## src/rtl/sfo_pkg.sv

```systemverilog
`timescale 1ns / 1ps
`default_nettype none

package sfo_pkg;

    localparam int NUM_DIRS    = 2;
    localparam int CFG_IDX_W   = 8;
    localparam int CFG_DATA_W  = 32;
    localparam int Q_DEPTH     = 4;
    localparam int Q_PTR_W     = $clog2(Q_DEPTH);
    localparam int Q_CNT_W     = $clog2(Q_DEPTH + 1);

    localparam logic [7:0]  SYNC_BYTE       = 8'hFF;
    localparam logic [7:0]  MIN_LEN         = 8'd2;
    localparam logic [7:0]  MAX_LEN_RESET   = 8'd255;
    localparam logic [31:0] TIMEOUT_RESET   = 32'd5000;

    localparam logic [CFG_IDX_W-1:0] REG_MAX_LEN = CFG_IDX_W'(0);
    localparam logic [CFG_IDX_W-1:0] REG_TIMEOUT = CFG_IDX_W'(1);

    localparam logic REQ_BYTE = 1'b0;
    localparam logic REQ_TICK = 1'b1;

    typedef enum logic [2:0] {
        PH_SYNC1 = 3'd0,
        PH_SYNC2 = 3'd1,
        PH_ID    = 3'd2,
        PH_LEN   = 3'd3,
        PH_BODY  = 3'd4
    } t_phase;

    typedef enum logic [2:0] {
        EV_NONE    = 3'd0,
        EV_OK      = 3'd1,
        EV_BADSUM  = 3'd2,
        EV_BADLEN  = 3'd3,
        EV_TIMEOUT = 3'd4
    } t_event;

    typedef struct packed {
        logic   dir;
        t_event code;
        logic   last;
    } t_result;

endpackage

`default_nettype wire

```

## src/rtl/servo_frame_observer_top.sv

```systemverilog
`timescale 1ns / 1ps
`default_nettype none

// Channel   Direction  Handshake                  Payload
// in        in         i_in_valid / o_in_stall    i_req_type i_dir i_data_byte i_tick_time_us
// out       out        o_out_valid / i_out_stall  o_event_dir o_event_code o_last
// cfg       in         i_cfg_valid / o_cfg_ready  i_cfg_index i_cfg_data
//
// One item per cycle while o_in_stall is low; state for both directions updates at the
// accepting edge and the results enter a four-entry result queue, so the first result shows
// in the next cycle. A tick that times out both directions puts two results in the queue,
// which drains one per cycle while i_out_stall is low. o_in_stall rises while three or more
// results wait. Synchronous active-low reset clears frame state, time, registers and the queue.

module servo_frame_observer_top
    import sfo_pkg::*;
(
    input  wire                   i_clk,
    input  wire                   i_rst_n,

    input  wire                   i_in_valid,
    output logic                  o_in_stall,
    input  wire                   i_req_type,
    input  wire                   i_dir,
    input  wire  [7:0]            i_data_byte,
    input  wire  [63:0]           i_tick_time_us,

    output logic                  o_out_valid,
    input  wire                   i_out_stall,
    output logic                  o_event_dir,
    output logic [2:0]            o_event_code,
    output logic                  o_last,

    input  wire                   i_cfg_valid,
    output logic                  o_cfg_ready,
    input  wire  [CFG_IDX_W-1:0]  i_cfg_index,
    input  wire  [CFG_DATA_W-1:0] i_cfg_data
);

    logic [7:0]         r_max_len;
    logic [31:0]        r_timeout;

    t_phase             r_phase [NUM_DIRS];
    t_phase             n_phase [NUM_DIRS];
    logic [7:0]         r_sum   [NUM_DIRS];
    logic [7:0]         n_sum   [NUM_DIRS];
    logic [7:0]         r_left  [NUM_DIRS];
    logic [7:0]         n_left  [NUM_DIRS];
    logic [63:0]        r_lbt   [NUM_DIRS];
    logic [63:0]        n_lbt   [NUM_DIRS];
    logic [63:0]        r_time;
    logic [63:0]        n_time;

    logic [NUM_DIRS-1:0] w_timeout;
    logic               w_accept;
    logic               w_pop;
    t_event             w_byte_ev;
    t_result            w_res0;
    t_result            w_res1;
    logic [1:0]         w_nres;

    t_result            r_q [Q_DEPTH];
    logic [Q_PTR_W-1:0] r_wp;
    logic [Q_PTR_W-1:0] r_rp;
    logic [Q_CNT_W-1:0] r_cnt;

    assign o_cfg_ready = 1'b1;
    assign o_in_stall  = (r_cnt > Q_CNT_W'(Q_DEPTH - 2));
    assign w_accept    = i_in_valid && !o_in_stall;
    assign o_out_valid = (r_cnt != '0);
    assign w_pop       = o_out_valid && !i_out_stall;

    assign o_event_dir  = r_q[r_rp].dir;
    assign o_event_code = r_q[r_rp].code;
    assign o_last       = r_q[r_rp].last;

    always_comb begin
        for (int k = 0; k < NUM_DIRS; k++) begin
            w_timeout[k] = (r_phase[k] != PH_SYNC1) &&
                           ((i_tick_time_us - r_lbt[k]) > {32'd0, r_timeout});
        end
    end

    // next state
    always_comb begin
        for (int k = 0; k < NUM_DIRS; k++) begin
            n_phase[k] = r_phase[k];
            n_sum[k]   = r_sum[k];
            n_left[k]  = r_left[k];
            n_lbt[k]   = r_lbt[k];
        end
        n_time = r_time;
        if (w_accept) begin
            if (i_req_type == REQ_BYTE) begin
                n_lbt[i_dir] = r_time;
                case (r_phase[i_dir])
                    PH_SYNC1: begin
                        if (i_data_byte == SYNC_BYTE) n_phase[i_dir] = PH_SYNC2;
                    end
                    PH_SYNC2: begin
                        n_phase[i_dir] = (i_data_byte == SYNC_BYTE) ? PH_ID : PH_SYNC1;
                    end
                    PH_ID: begin
                        n_sum[i_dir]   = i_data_byte;
                        n_phase[i_dir] = PH_LEN;
                    end
                    PH_LEN: begin
                        if (i_data_byte < MIN_LEN || i_data_byte > r_max_len) begin
                            n_phase[i_dir] = PH_SYNC1;
                            n_sum[i_dir]   = '0;
                            n_left[i_dir]  = '0;
                        end else begin
                            n_sum[i_dir]   = r_sum[i_dir] + i_data_byte;
                            n_left[i_dir]  = i_data_byte;
                            n_phase[i_dir] = PH_BODY;
                        end
                    end
                    default: begin
                        if (r_left[i_dir] > 8'd1) begin
                            n_sum[i_dir]  = r_sum[i_dir] + i_data_byte;
                            n_left[i_dir] = r_left[i_dir] - 8'd1;
                        end else begin
                            n_phase[i_dir] = PH_SYNC1;
                            n_sum[i_dir]   = '0;
                            n_left[i_dir]  = '0;
                        end
                    end
                endcase
            end else begin
                n_time = i_tick_time_us;
                for (int k = 0; k < NUM_DIRS; k++) begin
                    if (w_timeout[k]) begin
                        n_phase[k] = PH_SYNC1;
                        n_sum[k]   = '0;
                        n_left[k]  = '0;
                    end
                end
            end
        end
    end

    // results
    always_comb begin
        w_byte_ev = EV_NONE;
        case (r_phase[i_dir])
            PH_SYNC1, PH_SYNC2, PH_ID: w_byte_ev = EV_NONE;
            PH_LEN: begin
                if (i_data_byte < MIN_LEN || i_data_byte > r_max_len) w_byte_ev = EV_BADLEN;
            end
            default: begin
                if (r_left[i_dir] <= 8'd1) begin
                    w_byte_ev = (i_data_byte == ~r_sum[i_dir]) ? EV_OK : EV_BADSUM;
                end
            end
        endcase

        w_res0 = '{dir: 1'b0, code: EV_NONE, last: 1'b1};
        w_res1 = '{dir: 1'b1, code: EV_TIMEOUT, last: 1'b1};
        w_nres = 2'd0;
        if (w_accept) begin
            w_nres = 2'd1;
            if (i_req_type == REQ_BYTE) begin
                w_res0 = '{dir: i_dir, code: w_byte_ev, last: 1'b1};
            end else if (w_timeout[0] && w_timeout[1]) begin
                w_res0 = '{dir: 1'b0, code: EV_TIMEOUT, last: 1'b0};
                w_nres = 2'd2;
            end else if (w_timeout[0]) begin
                w_res0 = '{dir: 1'b0, code: EV_TIMEOUT, last: 1'b1};
            end else if (w_timeout[1]) begin
                w_res0 = '{dir: 1'b1, code: EV_TIMEOUT, last: 1'b1};
            end
        end
    end

    always_ff @(posedge i_clk) begin
        if (!i_rst_n) begin
            r_max_len <= MAX_LEN_RESET;
            r_timeout <= TIMEOUT_RESET;
        end else if (i_cfg_valid && o_cfg_ready) begin
            case (i_cfg_index)
                REG_MAX_LEN: r_max_len <= i_cfg_data[7:0];
                REG_TIMEOUT: r_timeout <= i_cfg_data[31:0];
                default: ;
            endcase
        end
    end

    always_ff @(posedge i_clk) begin
        if (!i_rst_n) begin
            for (int k = 0; k < NUM_DIRS; k++) begin
                r_phase[k] <= PH_SYNC1;
                r_sum[k]   <= '0;
                r_left[k]  <= '0;
                r_lbt[k]   <= '0;
            end
            r_time <= '0;
        end else begin
            for (int k = 0; k < NUM_DIRS; k++) begin
                r_phase[k] <= n_phase[k];
                r_sum[k]   <= n_sum[k];
                r_left[k]  <= n_left[k];
                r_lbt[k]   <= n_lbt[k];
            end
            r_time <= n_time;
        end
    end

    always_ff @(posedge i_clk) begin
        if (w_nres != 2'd0) r_q[r_wp] <= w_res0;
        if (w_nres == 2'd2) r_q[r_wp + Q_PTR_W'(1)] <= w_res1;
    end

    always_ff @(posedge i_clk) begin
        if (!i_rst_n) begin
            r_wp  <= '0;
            r_rp  <= '0;
            r_cnt <= '0;
        end else begin
            r_wp  <= r_wp + Q_PTR_W'(w_nres);
            if (w_pop) r_rp <= r_rp + Q_PTR_W'(1);
            r_cnt <= r_cnt + Q_CNT_W'(w_nres) - Q_CNT_W'(w_pop);
        end
    end

endmodule

`default_nettype wire

```

## config.mk

```make
export PLATFORM = sky130hd
export DESIGN_NAME = servo_frame_observer_top
export DESIGN_NICKNAME = d
export VERILOG_FILES = /design/src/rtl/sfo_pkg.sv /design/src/rtl/servo_frame_observer_top.sv
export SDC_FILE = /design/constraint.sdc
export NUM_CORES = 1
export LEC_CHECK = 0
export ABC_CLOCK_PERIOD_IN_PS = 7500
export BUFFER_PORTS_ARGS = -buffer_cell sky130_fd_sc_hd__buf_2
export CORE_UTILIZATION = 55
export CTS_CLUSTER_DIAMETER = 200
export DETAILED_ROUTE_END_ITERATION = 10
export PLACE_DENSITY = 0.73
export SETUP_SLACK_MARGIN = 0.2
export SYNTH_ARGS = -nofsm -noshare
export SYNTH_HDL_FRONTEND = slang
export SYNTH_SLANG_ARGS = --single-unit
export TNS_END_PERCENT = 100
```

## constraint.sdc

```tcl
create_clock -name i_clk -period 7.5 [get_ports i_clk]
set_input_delay 1.5 -clock i_clk [delete_from_list [all_inputs] [get_ports i_clk]]
set_output_delay 1.5 -clock i_clk [all_outputs]
set_load 0.005 [all_outputs]
```

# [Yosys cells after proc, flatten, opt, wreduce, memory -nomap -nowiden]
# Memory sizes are Yosys's and may differ from the RTL's. A register that Yosys moved wholly into a read port is not among the register bits.
# Cells that the tools add are included.
[word_totals] ram_bits=186 mem_count=5 inputBits=119 output_inout_bits=8 elab_cells=145 reg_bits=111
[classes] bitwise=24 mux=65 order_cmp=9 n_addsub=9 reduce_logical=20 n_eq_ne=7
[memory_table] name="r_lbt" depth=2 word_bits=64 read_ports=2 rd_ports_with_merged_regs=0 write_ports=2 line="servo_frame_observer_top.sv:49" rtl="logic [63:0] r_lbt [NUM_DIRS];"
[memory_table] name="r_q" depth=4 word_bits=5 read_ports=1 rd_ports_with_merged_regs=1 write_ports=2 line="servo_frame_observer_top.sv:62" rtl="t_result r_q [Q_DEPTH];"
[memory_table] name="r_left" depth=2 word_bits=8 read_ports=3 rd_ports_with_merged_regs=0 write_ports=2 line="servo_frame_observer_top.sv:47" rtl="logic [7:0] r_left [NUM_DIRS];"
[memory_table] name="r_sum" depth=2 word_bits=8 read_ports=3 rd_ports_with_merged_regs=0 write_ports=2 line="servo_frame_observer_top.sv:45" rtl="logic [7:0] r_sum [NUM_DIRS];"
[memory_table] name="r_phase" depth=2 word_bits=3 read_ports=3 rd_ports_with_merged_regs=0 write_ports=2 line="servo_frame_observer_top.sv:43" rtl="t_phase r_phase [NUM_DIRS];"
[op_table] op="2-to-1 mux 128 bit" count=2
[op_table] op="2-to-1 mux 64 bit" count=3
[op_table] op="bitwise mux 128 bit" count=1
[op_table] op="> comparator 64 x 32 -> 1 bit" count=2
[op_table] op="2-to-1 mux 16 bit" count=8
[op_table] op="subtractor 64 bit" count=2
[op_table] op="2-to-1 mux 8 bit" count=9
[op_table] op="bitwise mux 16 bit" count=4
[op_table] op="demux 64 bit (select 1 bit)" count=1
[op_table] op="case mux 16 bit (3 select lines)" count=1
[op_table] op="bitwise AND 16 bit" count=2
[op_table] op="case mux 16 bit (2 select lines)" count=1
[op_table] op="2-to-1 mux 6 bit" count=5
[op_table] op="2-to-1 mux 5 bit" count=5
[op_table] op="case mux 6 bit (4 select lines)" count=1
[op_table] op="2-to-1 mux 2 bit" count=9
[op_table] op="inverter 16 bit" count=1
[op_table] op="2-to-1 mux 3 bit" count=5
[op_table] op="nonzero test 3 bit" count=3
[op_table] op="adder 8 bit" count=1
[op_table] op="bitwise AND 4 bit" count=2
[op_table] op="demux 8 bit (select 1 bit)" count=1
[op_table] op="equality test 8 x 1 -> 1 bit, second input constant" count=1
[op_table] op="equality test 8 bit" count=1
[op_table] op="other kinds (39)" count=63

# [Logic depth before layout (Yosys ltp)]
# Gate-level depths: netlist of the first run.
[depth] ltp_word=12 ltp_mapped=29 depth_no_buf=28

# [Worst setup path after synthesis of the first run]
# OpenSTA, ideal clock, no wires.
[synth_timing] path_kind="input -> register" startpoint="in i_tick_time_us[0]" endpoint="reg r_cnt[1]" stages=26 setup_time_ns=0.115 path_buffers=1 arrival_ns=6.744 setup_slack_ns=0.641 required_ns=7.385 path_cell_list="inv_1 > ha_1 > inv_1 > fa_1 > a21o_1 > a311o_1 > nand2_1 > o21ai_0 > a21o_1 > a21boi_0 > o21ai_0 > xor2_1 > ha_1 > nand4_1 > nor4_1 > nand2_1 > o21ai_0 > nand3_1 > or4_1 > or4_1 > buf_6 > nand4_4 > and2_1 > ha_1 > fa_1 > and2_1"
[synth_between] elab_chain_len=9 elab_cells_between_ends=12 classes_between="add/sub (4); order compare (2); mux (3); reduce/logical (3)"
[synth_lines] element="start: declaration" line="servo_frame_observer_top.sv:26" rtl="input wire [63:0] i_tick_time_us,"
[synth_lines] element="subtractor 64 bit" line="servo_frame_observer_top.sv:80" rtl="((i_tick_time_us - r_lbt[k]) > {32'd0, r_timeout});"
[synth_lines] element="> comparator 64 x 32 -> 1 bit" line="servo_frame_observer_top.sv:80"
[synth_lines] element="logical AND 1 bit" line="servo_frame_observer_top.sv:79" rtl="w_timeout[k] = (r_phase[k] != PH_SYNC1) &&"
[synth_lines] element="logical AND 1 bit *" line="servo_frame_observer_top.sv:164" rtl="end else if (w_timeout[0] && w_timeout[1]) begin"
[synth_lines] element="2-to-1 mux 2 bit *" line="servo_frame_observer_top.sv:164"
[synth_lines] element="2-to-1 mux 2 bit *" line="servo_frame_observer_top.sv:162" rtl="if (i_req_type == REQ_BYTE) begin"
[synth_lines] element="2-to-1 mux 2 bit *" line="servo_frame_observer_top.sv:160" rtl="if (w_accept) begin"
[synth_lines] element="adder 3 x 2 -> 3 bit *" line="servo_frame_observer_top.sv:221" rtl="r_cnt <= r_cnt + Q_CNT_W'(w_nres) - Q_CNT_W'(w_pop);"
[synth_lines] element="subtractor 3 x 1 -> 3 bit *" line="servo_frame_observer_top.sv:221"
[synth_lines] element="end signal: assignment" line="servo_frame_observer_top.sv:221"
[synth_lines] element="end: declaration" line="servo_frame_observer_top.sv:65" rtl="logic [Q_CNT_W-1:0] r_cnt;"
# Every way passes the cells marked *; elsewhere a longest branch is shown, timed or not.
# A chain may end at the register's enable or synchronous reset.

# [Worst setup path after layout of the first run]
[layout_timing] startpoint="in i_tick_time_us[0]" endpoint="reg r_cnt[2]"
# Same word-level chain as after synthesis.

==> key figures, run 1 <==
Detailed routing
  • Detailed Route WL: 84.1 mm
  • Via density: 6.30
  • Total number of vias: 25.2k
  • DR WL/cell: 21.0 µm
  • Iteration-0 DRC count of the detailed router: 3185
  • Initial DRT Pass Iterations: 6
  • Post-route ant nets: 0
  • Remaining DRCs: 0

CTS
  • Post-CTS Hold Buffers: 0
  • Clock Latency Late Sink: 0.60 ns
  • CTS clk-pin slew, worst paths: 0.06 ns
  • Post-cts repair resize count: 0
  • TritonCTS clock tree: done
  • Clock Sinks: 299
  • Post-CTS Setup Inserts: 0
  • Root buf cell: clkbuf_16
  • Total CTS buffers: 31
  • H-tree depth: 1
  • Max clock buf depth: 3

Place
  • HPWL Detailed: 65.7 mm
  • DP Area: 25200 µm²
  • Final GP Congestion: 1.06
  • Number of I/O port buffers: 125

STA
  • Tcrit/Tclk final: 93.0%
  • Slew headroom: 23.6%
  • RSZ-0062 raised after global routing: false
  • Final TNS setup: 0 ns
  • Final setup viols: 0
  • Hold Fails Final Rpt: 0
  • Min Tclk post-route: 6.98 ns
  • Fmax: 143 MHz
  • Slew @ Worst Pin: 1.14 ns
  • Final Max Slew Viols: 0
  • Clk_skew: 0.0247 ns

Worst setup path
  • Critical Path Sink Type: register
  • Largest delay share family, worst path: compound AO/OA/AOI/OAI gates
  • Max incr delay on CP: 0.54 ns
  • Req. time, crit path: 7.98 ns
  • Critical Path End: r_cnt[2]$_SDFF_PN0_
  • R2R Path End: r_cnt[2]$_SDFF_PN0_
  • CP Max Fanout: 3
  • CP Class: input pin to register
  • CP startpoint: i_tick_time_us[0]
  • Register-to-Register Path Depth: 29
  • Critical path arrival: 7.46 ns
  • Slowest CP cell: or4_1
  • CP Buf/Inv Count: 7
  • Critical Path Stages: 31
  • R2R Path Start: r_lbt[0][0]$_SDFFE_PN0P_
  • Flop2flop setup slack: 1.24 ns
  • Critical Path Start Type: input pin

Cells and area
  • Share of layout cells above drive strength 1: 8.57%
  • Finished layout cell area: 26300 µm²
  • Ant diodes: 0
  • # nets final: 3732
  • Fillers: 4135
  • Area growth, synth to finish: 9.22%

Global route
  • Grt total ovfl: 0
  • Largest net degree at the start of global routing: 116
  • Vias in the first global route: 23.6k
  • First-pass GRT wire length: 130 mm
  • Initial antenna violation count: 1
  • Gr usage total: 36.8%

Synth
  • Mapped Nets: 3685
  • Synth top area share: 24.8%
  • Largest area contributor in the netlist: dfxtp_1
  • Synth area leaders: dfxtp_1, nand2_1, ha_1
  • Post-synthesis cell area: 24100 µm²
  • Yosys warning count: 0
  • Synth Flop Type: dfxtp_1
  • Library cells used by synthesis: 99
  • EDFF count, synth: 0
  • Cell count after synthesis: 3350
  • #FFs+latches synth: 299
  • Ys async rst share: 0%
  • Mean Syn Cell Area: 7.19 µm²
  • Most frequent cells after synthesis: nand2_1, dfxtp_1, a21oi_1
  • Post-synthesis sequential area ratio: 24.8%
  • Most frequent cell after synthesis: nand2_1

Floorplanning
  • Initial Util: 55.8%
  • Chip width: 211 µm
  • Num ports: 127
  • Number of core rows: 76
  • DIE HEIGHT: 211 µm
  • Core ar.: 43200 µm²
  • Die Footprint: 44600 µm²

Power and ir drop
  • Maximum VDD drop: 0.196 mV
  • Pwr dens: 176 nW/µm²
  • Leak Pwr: 9.60 nW

Min path
  • Min-Delay Path Class: register to register
  • Worst hold stages: 2

Run
  • Max Cap Viol: 0

Outcome
  • Status: finished clean
[worst register-to-register path, delay by kind of cell, from the launching register on]
kind,cells,cell delay [ns]
AOI/OAI and AO/OA,9,1.79
and+or+nand+nor,8,1.66
DFF,1,0.37
adders and majority gates,5,1.43
xor gates and xnor gates,2,0.31
buffers and inverters,5,0.59
[stage by stage]
step           setup WS [ns]  util (%)  instances  hold slack, ns  power [mW]
2_1_floorplan          0.641         -       3350           0.425        2.59
3_3_place_gp           0.133      58.4       3949           0.445        2.96
3_5_place_dp         0.00743      58.4       3949           0.449        2.99
4_1_cts                0.599      60.9       4004           0.457        4.62
5_1_grt                0.257      60.9       4004           0.480        4.84
6_report               0.523      60.9       4004           0.455        4.64
[state kept, by name, indices dropped and copies added, names as in the netlist, 3 cells and up, named ones only]
register	cells
r_lbt	128
r_time	64
r_timeout	32
r_q	20
r_left	16
r_sum	16
r_max_len	8
r_phase	6
r_cnt	3
[layer usage]
metal / share of wire, % / global-route usage, % / wire length (µm)
met5: 0.015 / 0 / 13
met4: 3.1 / 12.7 / 2620
met3: 8.0 / 4.31 / 6760
met2: 44 / 58.8 / 37400
met1: 44 / 51.2 / 37400
[layout make-up]
type,count,area [µm²],share of cell area (%)
inverter,218,818,3.11
tap,585,732,2.78
timing repair buffer,177,1020,3.89
clock buffer,44,905,3.44
clock inverter,11,170,0.647
sequential,299,5990,22.7
multi-input combinational,2670,16700,63.4
[power by group]
group / internal [mW] / switching (mW)
sequential: 1.67 / 0.0648
combinational: 0.464 / 0.795
clock: 0.972 / 0.668
total: 3.11 / 1.53
[cell usage in the layout, fill, tap and decap left out, types with 17 or more instances in the layout]
| cell type | n |
|---|---|
| xnor2_1 | 51 |
| mux2i_1 | 39 |
| a31oi_1 | 21 |
| a21oi_1 | 267 |
| nand4_1 | 88 |
| xor2_1 | 45 |
| buf_2 | 124 |
| nand2b_1 | 22 |
| a21boi_0 | 228 |
| ha_1 | 212 |
| nor2_1 | 189 |
| o21ai_0 | 164 |
| o21bai_1 | 22 |
| o211ai_1 | 39 |
| nor4_1 | 21 |
| and2_1 | 22 |
| o21a_1 | 32 |
| a22oi_1 | 31 |
| buf_4 | 52 |
| clkbuf_16 | 31 |
| inv_1 | 218 |
| nor2b_1 | 30 |
| a211oi_1 | 17 |
| nor3_1 | 71 |
| o21ai_1 | 24 |
| nand3_1 | 50 |
| a21o_1 | 45 |
| dfxtp_1 | 299 |
| o22ai_1 | 28 |
| nand2_1 | 704 |
[cell families after synthesis]
family / after synthesis / share of synthesized area [%]
AO/OA/AOI/OAI: 1016 / 27.6
AND/OR/NAND/NOR: 1284 / 23.9
flip-flops: 299 / 24.8
buffers and inverters: 381 / 6.07
XOR/XNOR: 96 / 3.49
other: 1 / 0.0156
multiplexers: 57 / 2.70
adder cells (fa/ha/maj): 216 / 11.3
[how the worst min path moves through the flow]
| stage | startpoint | endpoint | slack (ns) |
|---|---|---|---|
| final | r_q[2][2]$_SDFFE_PP0P_ | r_q[2][2]$_SDFFE_PP0P_ | 0.45 |
| after CTS | r_q[2][2]$_SDFFE_PP0P_ | r_q[2][2]$_SDFFE_PP0P_ | 0.46 |
| after floorplan | r_sum[1][6]$_SDFFE_PN0P_ | r_sum[1][6]$_SDFFE_PN0P_ | 0.43 |
| after detailed placement | r_q[2][2]$_SDFFE_PP0P_ | r_q[2][2]$_SDFFE_PP0P_ | 0.45 |
| after global placement | r_q[1][2]$_SDFFE_PP0P_ | r_q[1][2]$_SDFFE_PP0P_ | 0.44 |
| after global routing | r_timeout[16]$_SDFFE_PN0P_ | r_timeout[16]$_SDFFE_PN0P_ | 0.48 |
(Power assumes the default switching activity.)
==> inputs of run 2 (changes only) <==
--- a/config.mk
+++ b/config.mk
@@ -5,6 +5,7 @@
 export SDC_FILE = /design/constraint.sdc
 export NUM_CORES = 1
 export LEC_CHECK = 0
+export ABC_AREA = 1
 export ABC_CLOCK_PERIOD_IN_PS = 7500
 export BUFFER_PORTS_ARGS = -buffer_cell sky130_fd_sc_hd__buf_2
 export CORE_UTILIZATION = 55
==> key figures, run 2 <==
Synth
  • Post-synthesis cell area: 26500 µm²
  • EDFF count, synth: 0
  • Synth Flop Type: dfxtp_1
  • Yosys warning count: 0
  • Simple logic cell fraction of the synthesized area: 32.3%
  • Largest area contributor in the netlist: dfxtp_1
  • Synth Area in XOR/XNOR: 2.54%
  • Mean Syn Cell Area: 5.81 µm²
  • Most frequent cell after synthesis: nand2_1
  • Synth area leaders: dfxtp_1, nand2_1, inv_1
  • Synth top area share: 22.6%
  • Library cells used by synthesis: 60
  • Post-Synth Adder-Cell Area: 10.3%
  • Cell count after synthesis: 4562
  • Largest family of logic cells by synthesized area: simple AND/OR/NAND/NOR gates
  • Proportion of synthesized area in mux cells: 0%
  • Ys async rst share: 0%
  • Most frequent cells after synthesis: nand2_1, inv_1, a21oi_1
  • Mapped Nets: 4897
  • #FFs+latches synth: 299
  • Post-synthesis compound-gate area fraction: 17.6%
  • Post-synthesis sequential area ratio: 22.6%

CTS
  • Total CTS buffers: 35
  • Post-cts repair resize count: 0
  • TritonCTS clock tree: done
  • Clock Latency Late Sink: 0.58 ns
  • CTS clk-pin slew, worst paths: 0.06 ns
  • Max clock buf depth: 3
  • Clock Sinks: 299
  • H-tree depth: 2
  • Root buf cell: clkbuf_16
  • Post-CTS Hold Buffers: 0
  • Post-CTS Setup Inserts: 0

Floorplanning
  • Number of core rows: 80
  • DIE HEIGHT: 222 µm
  • Chip width: 222 µm
  • Num ports: 127
  • Core ar.: 47600 µm²
  • Die Footprint: 49100 µm²
  • Initial Util: 55.7%

STA
  • Final TNS setup: 0 ns
  • Hold slack: 0.470 ns
  • Hold Fails Final Rpt: 0
  • RSZ-0062 raised after global routing: false
  • Final setup viols: 0
  • Final Max Slew Viols: 0
  • Tcrit/Tclk final: 80.3%
  • Clk_skew: 0.0360 ns
  • Slew headroom: 24.1%
  • Min Tclk post-route: 6.02 ns
  • Slew @ Worst Pin: 1.14 ns
  • Fmax: 166 MHz

Cells and area
  • Commonest cells after routing, fill and taps aside: nand2_1, inv_1, a21oi_1
  • Register area: 5990 µm²
  • Largest registers: r_lbt x128, r_time x64, r_timeout x32
  • Max reg flops: 128
  • Fillers: 4990
  • Ant diodes: 0
  • Largest register by flop count: r_lbt
  • Area growth, synth to finish: 8.25%
  • Commonest non-fill, non-tap cell in the layout: nand2_1
  • # nets final: 4957
  • Share of layout cells above drive strength 1: 6.65%
  • Multi-input logic area: 16700 µm²

Global route
  • Initial antenna violation count: 0
  • Grt total ovfl: 0
  • Vias in the first global route: 25.7k
  • First-pass GRT wire length: 140 mm
  • Gr usage total: 35.9%
  • Largest net degree at the start of global routing: 144

Detailed routing
  • Total number of vias: 28.5k
  • DR WL/cell: 17.0 µm
  • Initial DRT Pass Iterations: 6
  • Remaining DRCs: 0
  • Post-route ant nets: 0
  • Detailed Route WL: 89.5 mm
  • Iteration-0 DRC count of the detailed router: 2703
  • Via density: 5.42

Worst setup path
  • Critical Path Start Type: input pin
  • Largest delay share family, worst path: simple AND/OR/NAND/NOR gates
  • Slowest CP cell: fa_1
  • Critical Path Stages: 33
  • Critical path arrival: 6.45 ns
  • CP Buf/Inv Count: 4
  • Critical Path Sink Type: register
  • Req. time, crit path: 7.93 ns
  • Register-to-Register Path Depth: 32
  • Max incr delay on CP: 0.43 ns
  • CP Max Fanout: 18
  • CP Class: input pin to register
  • Worst path most repeated cell: nand2_1

Min path
  • Min-Delay Path Class: register to register
  • Worst hold stages: 2

Place
  • Final GP Congestion: 1.06
  • Number of I/O port buffers: 125
  • HPWL Detailed: 72.1 mm

Power and ir drop
  • Leak Pwr: 14.8 nW
  • Pwr dens: 216 nW/µm²
  • Maximum VDD drop: 0.191 mV

Outcome
  • Status: finished clean

Run
  • Max Cap Viol: 0
[run 2: layer usage]
| metal | up-vias | part of all wire [%] | track usage [%] |
|---|---|---|---|
| met5 | - | 0 | 0 |
| met4 | 0 | 4.2 | 14.8 |
| met3 | 197 | 7.4 | 4.93 |
| met2 | 1111 | 44 | 57.5 |
| met1 | 12800 | 44 | 48.3 |
| li1 | 14500 | - | - |
[run 2: layout make-up]
type | count | area share [%]
clock buffer | 44 | 3.27
clock inverter | 18 | 0.614
inverter | 908 | 11.9
multi-input combinational | 3239 | 58.0
sequential | 299 | 20.8
tap | 615 | 2.68
timing repair buffer | 139 | 2.70
[run 2: cells by family (layout without fill, tap and decap cells)]
kind of cell    count (synthesis)  count (layout)
compound gates                871             871
flops                         299             299
fa+ha+maj                     216             216
simple gates                 2074            2074
other cells                     1               1
buf+inv                      1024            1109
xor+xnor                       77              77
[run 2: report_power, final]
group          internal (mW)  switching, mW
combinational          0.868           1.75
sequential              1.78         0.0958
clock                  0.967          0.729
total                   3.62           2.58
[run 2: metrics by stage]
| step | power (mW) | util, % | setup WS [ns] | cells | instance area [µm²] |
|---|---|---|---|---|---|
| floorplan | 3.76 | - | 2.00 | 4562 | 26500 |
| global placement | 4.44 | 57.9 | 1.01 | 5200 | 27600 |
| detailed placement | 4.46 | 57.9 | 1.02 | 5200 | 27600 |
| CTS | 6.16 | 60.3 | 1.59 | 5262 | 28700 |
| global route | 6.62 | 60.3 | 1.10 | 5262 | 28700 |
| finish | 6.20 | 60.3 | 1.48 | 5262 | 28700 |
[run 2: tightest hold or removal path, delay by kind of cell, from the launching register on]
kind,cells,cell delay (ns)
simple gates,2,0.11
flops,1,0.32
[run 2: path summary, 6_finish.rpt]
kind	start	to	slack (ns)
worst max register to register	r_lbt[0][92]$_SDFFE_PN0P_	r_cnt[2]$_SDFF_PN0_	2.28
worst min register to register	r_q[1][3]$_SDFFE_PP1P_	r_q[1][3]$_SDFFE_PP1P_	0.47
worst min-delay path	r_q[1][3]$_SDFFE_PP1P_	r_q[1][3]$_SDFFE_PP1P_	0.47
worst max-delay path	i_tick_time_us[0]	r_cnt[2]$_SDFF_PN0_	1.48
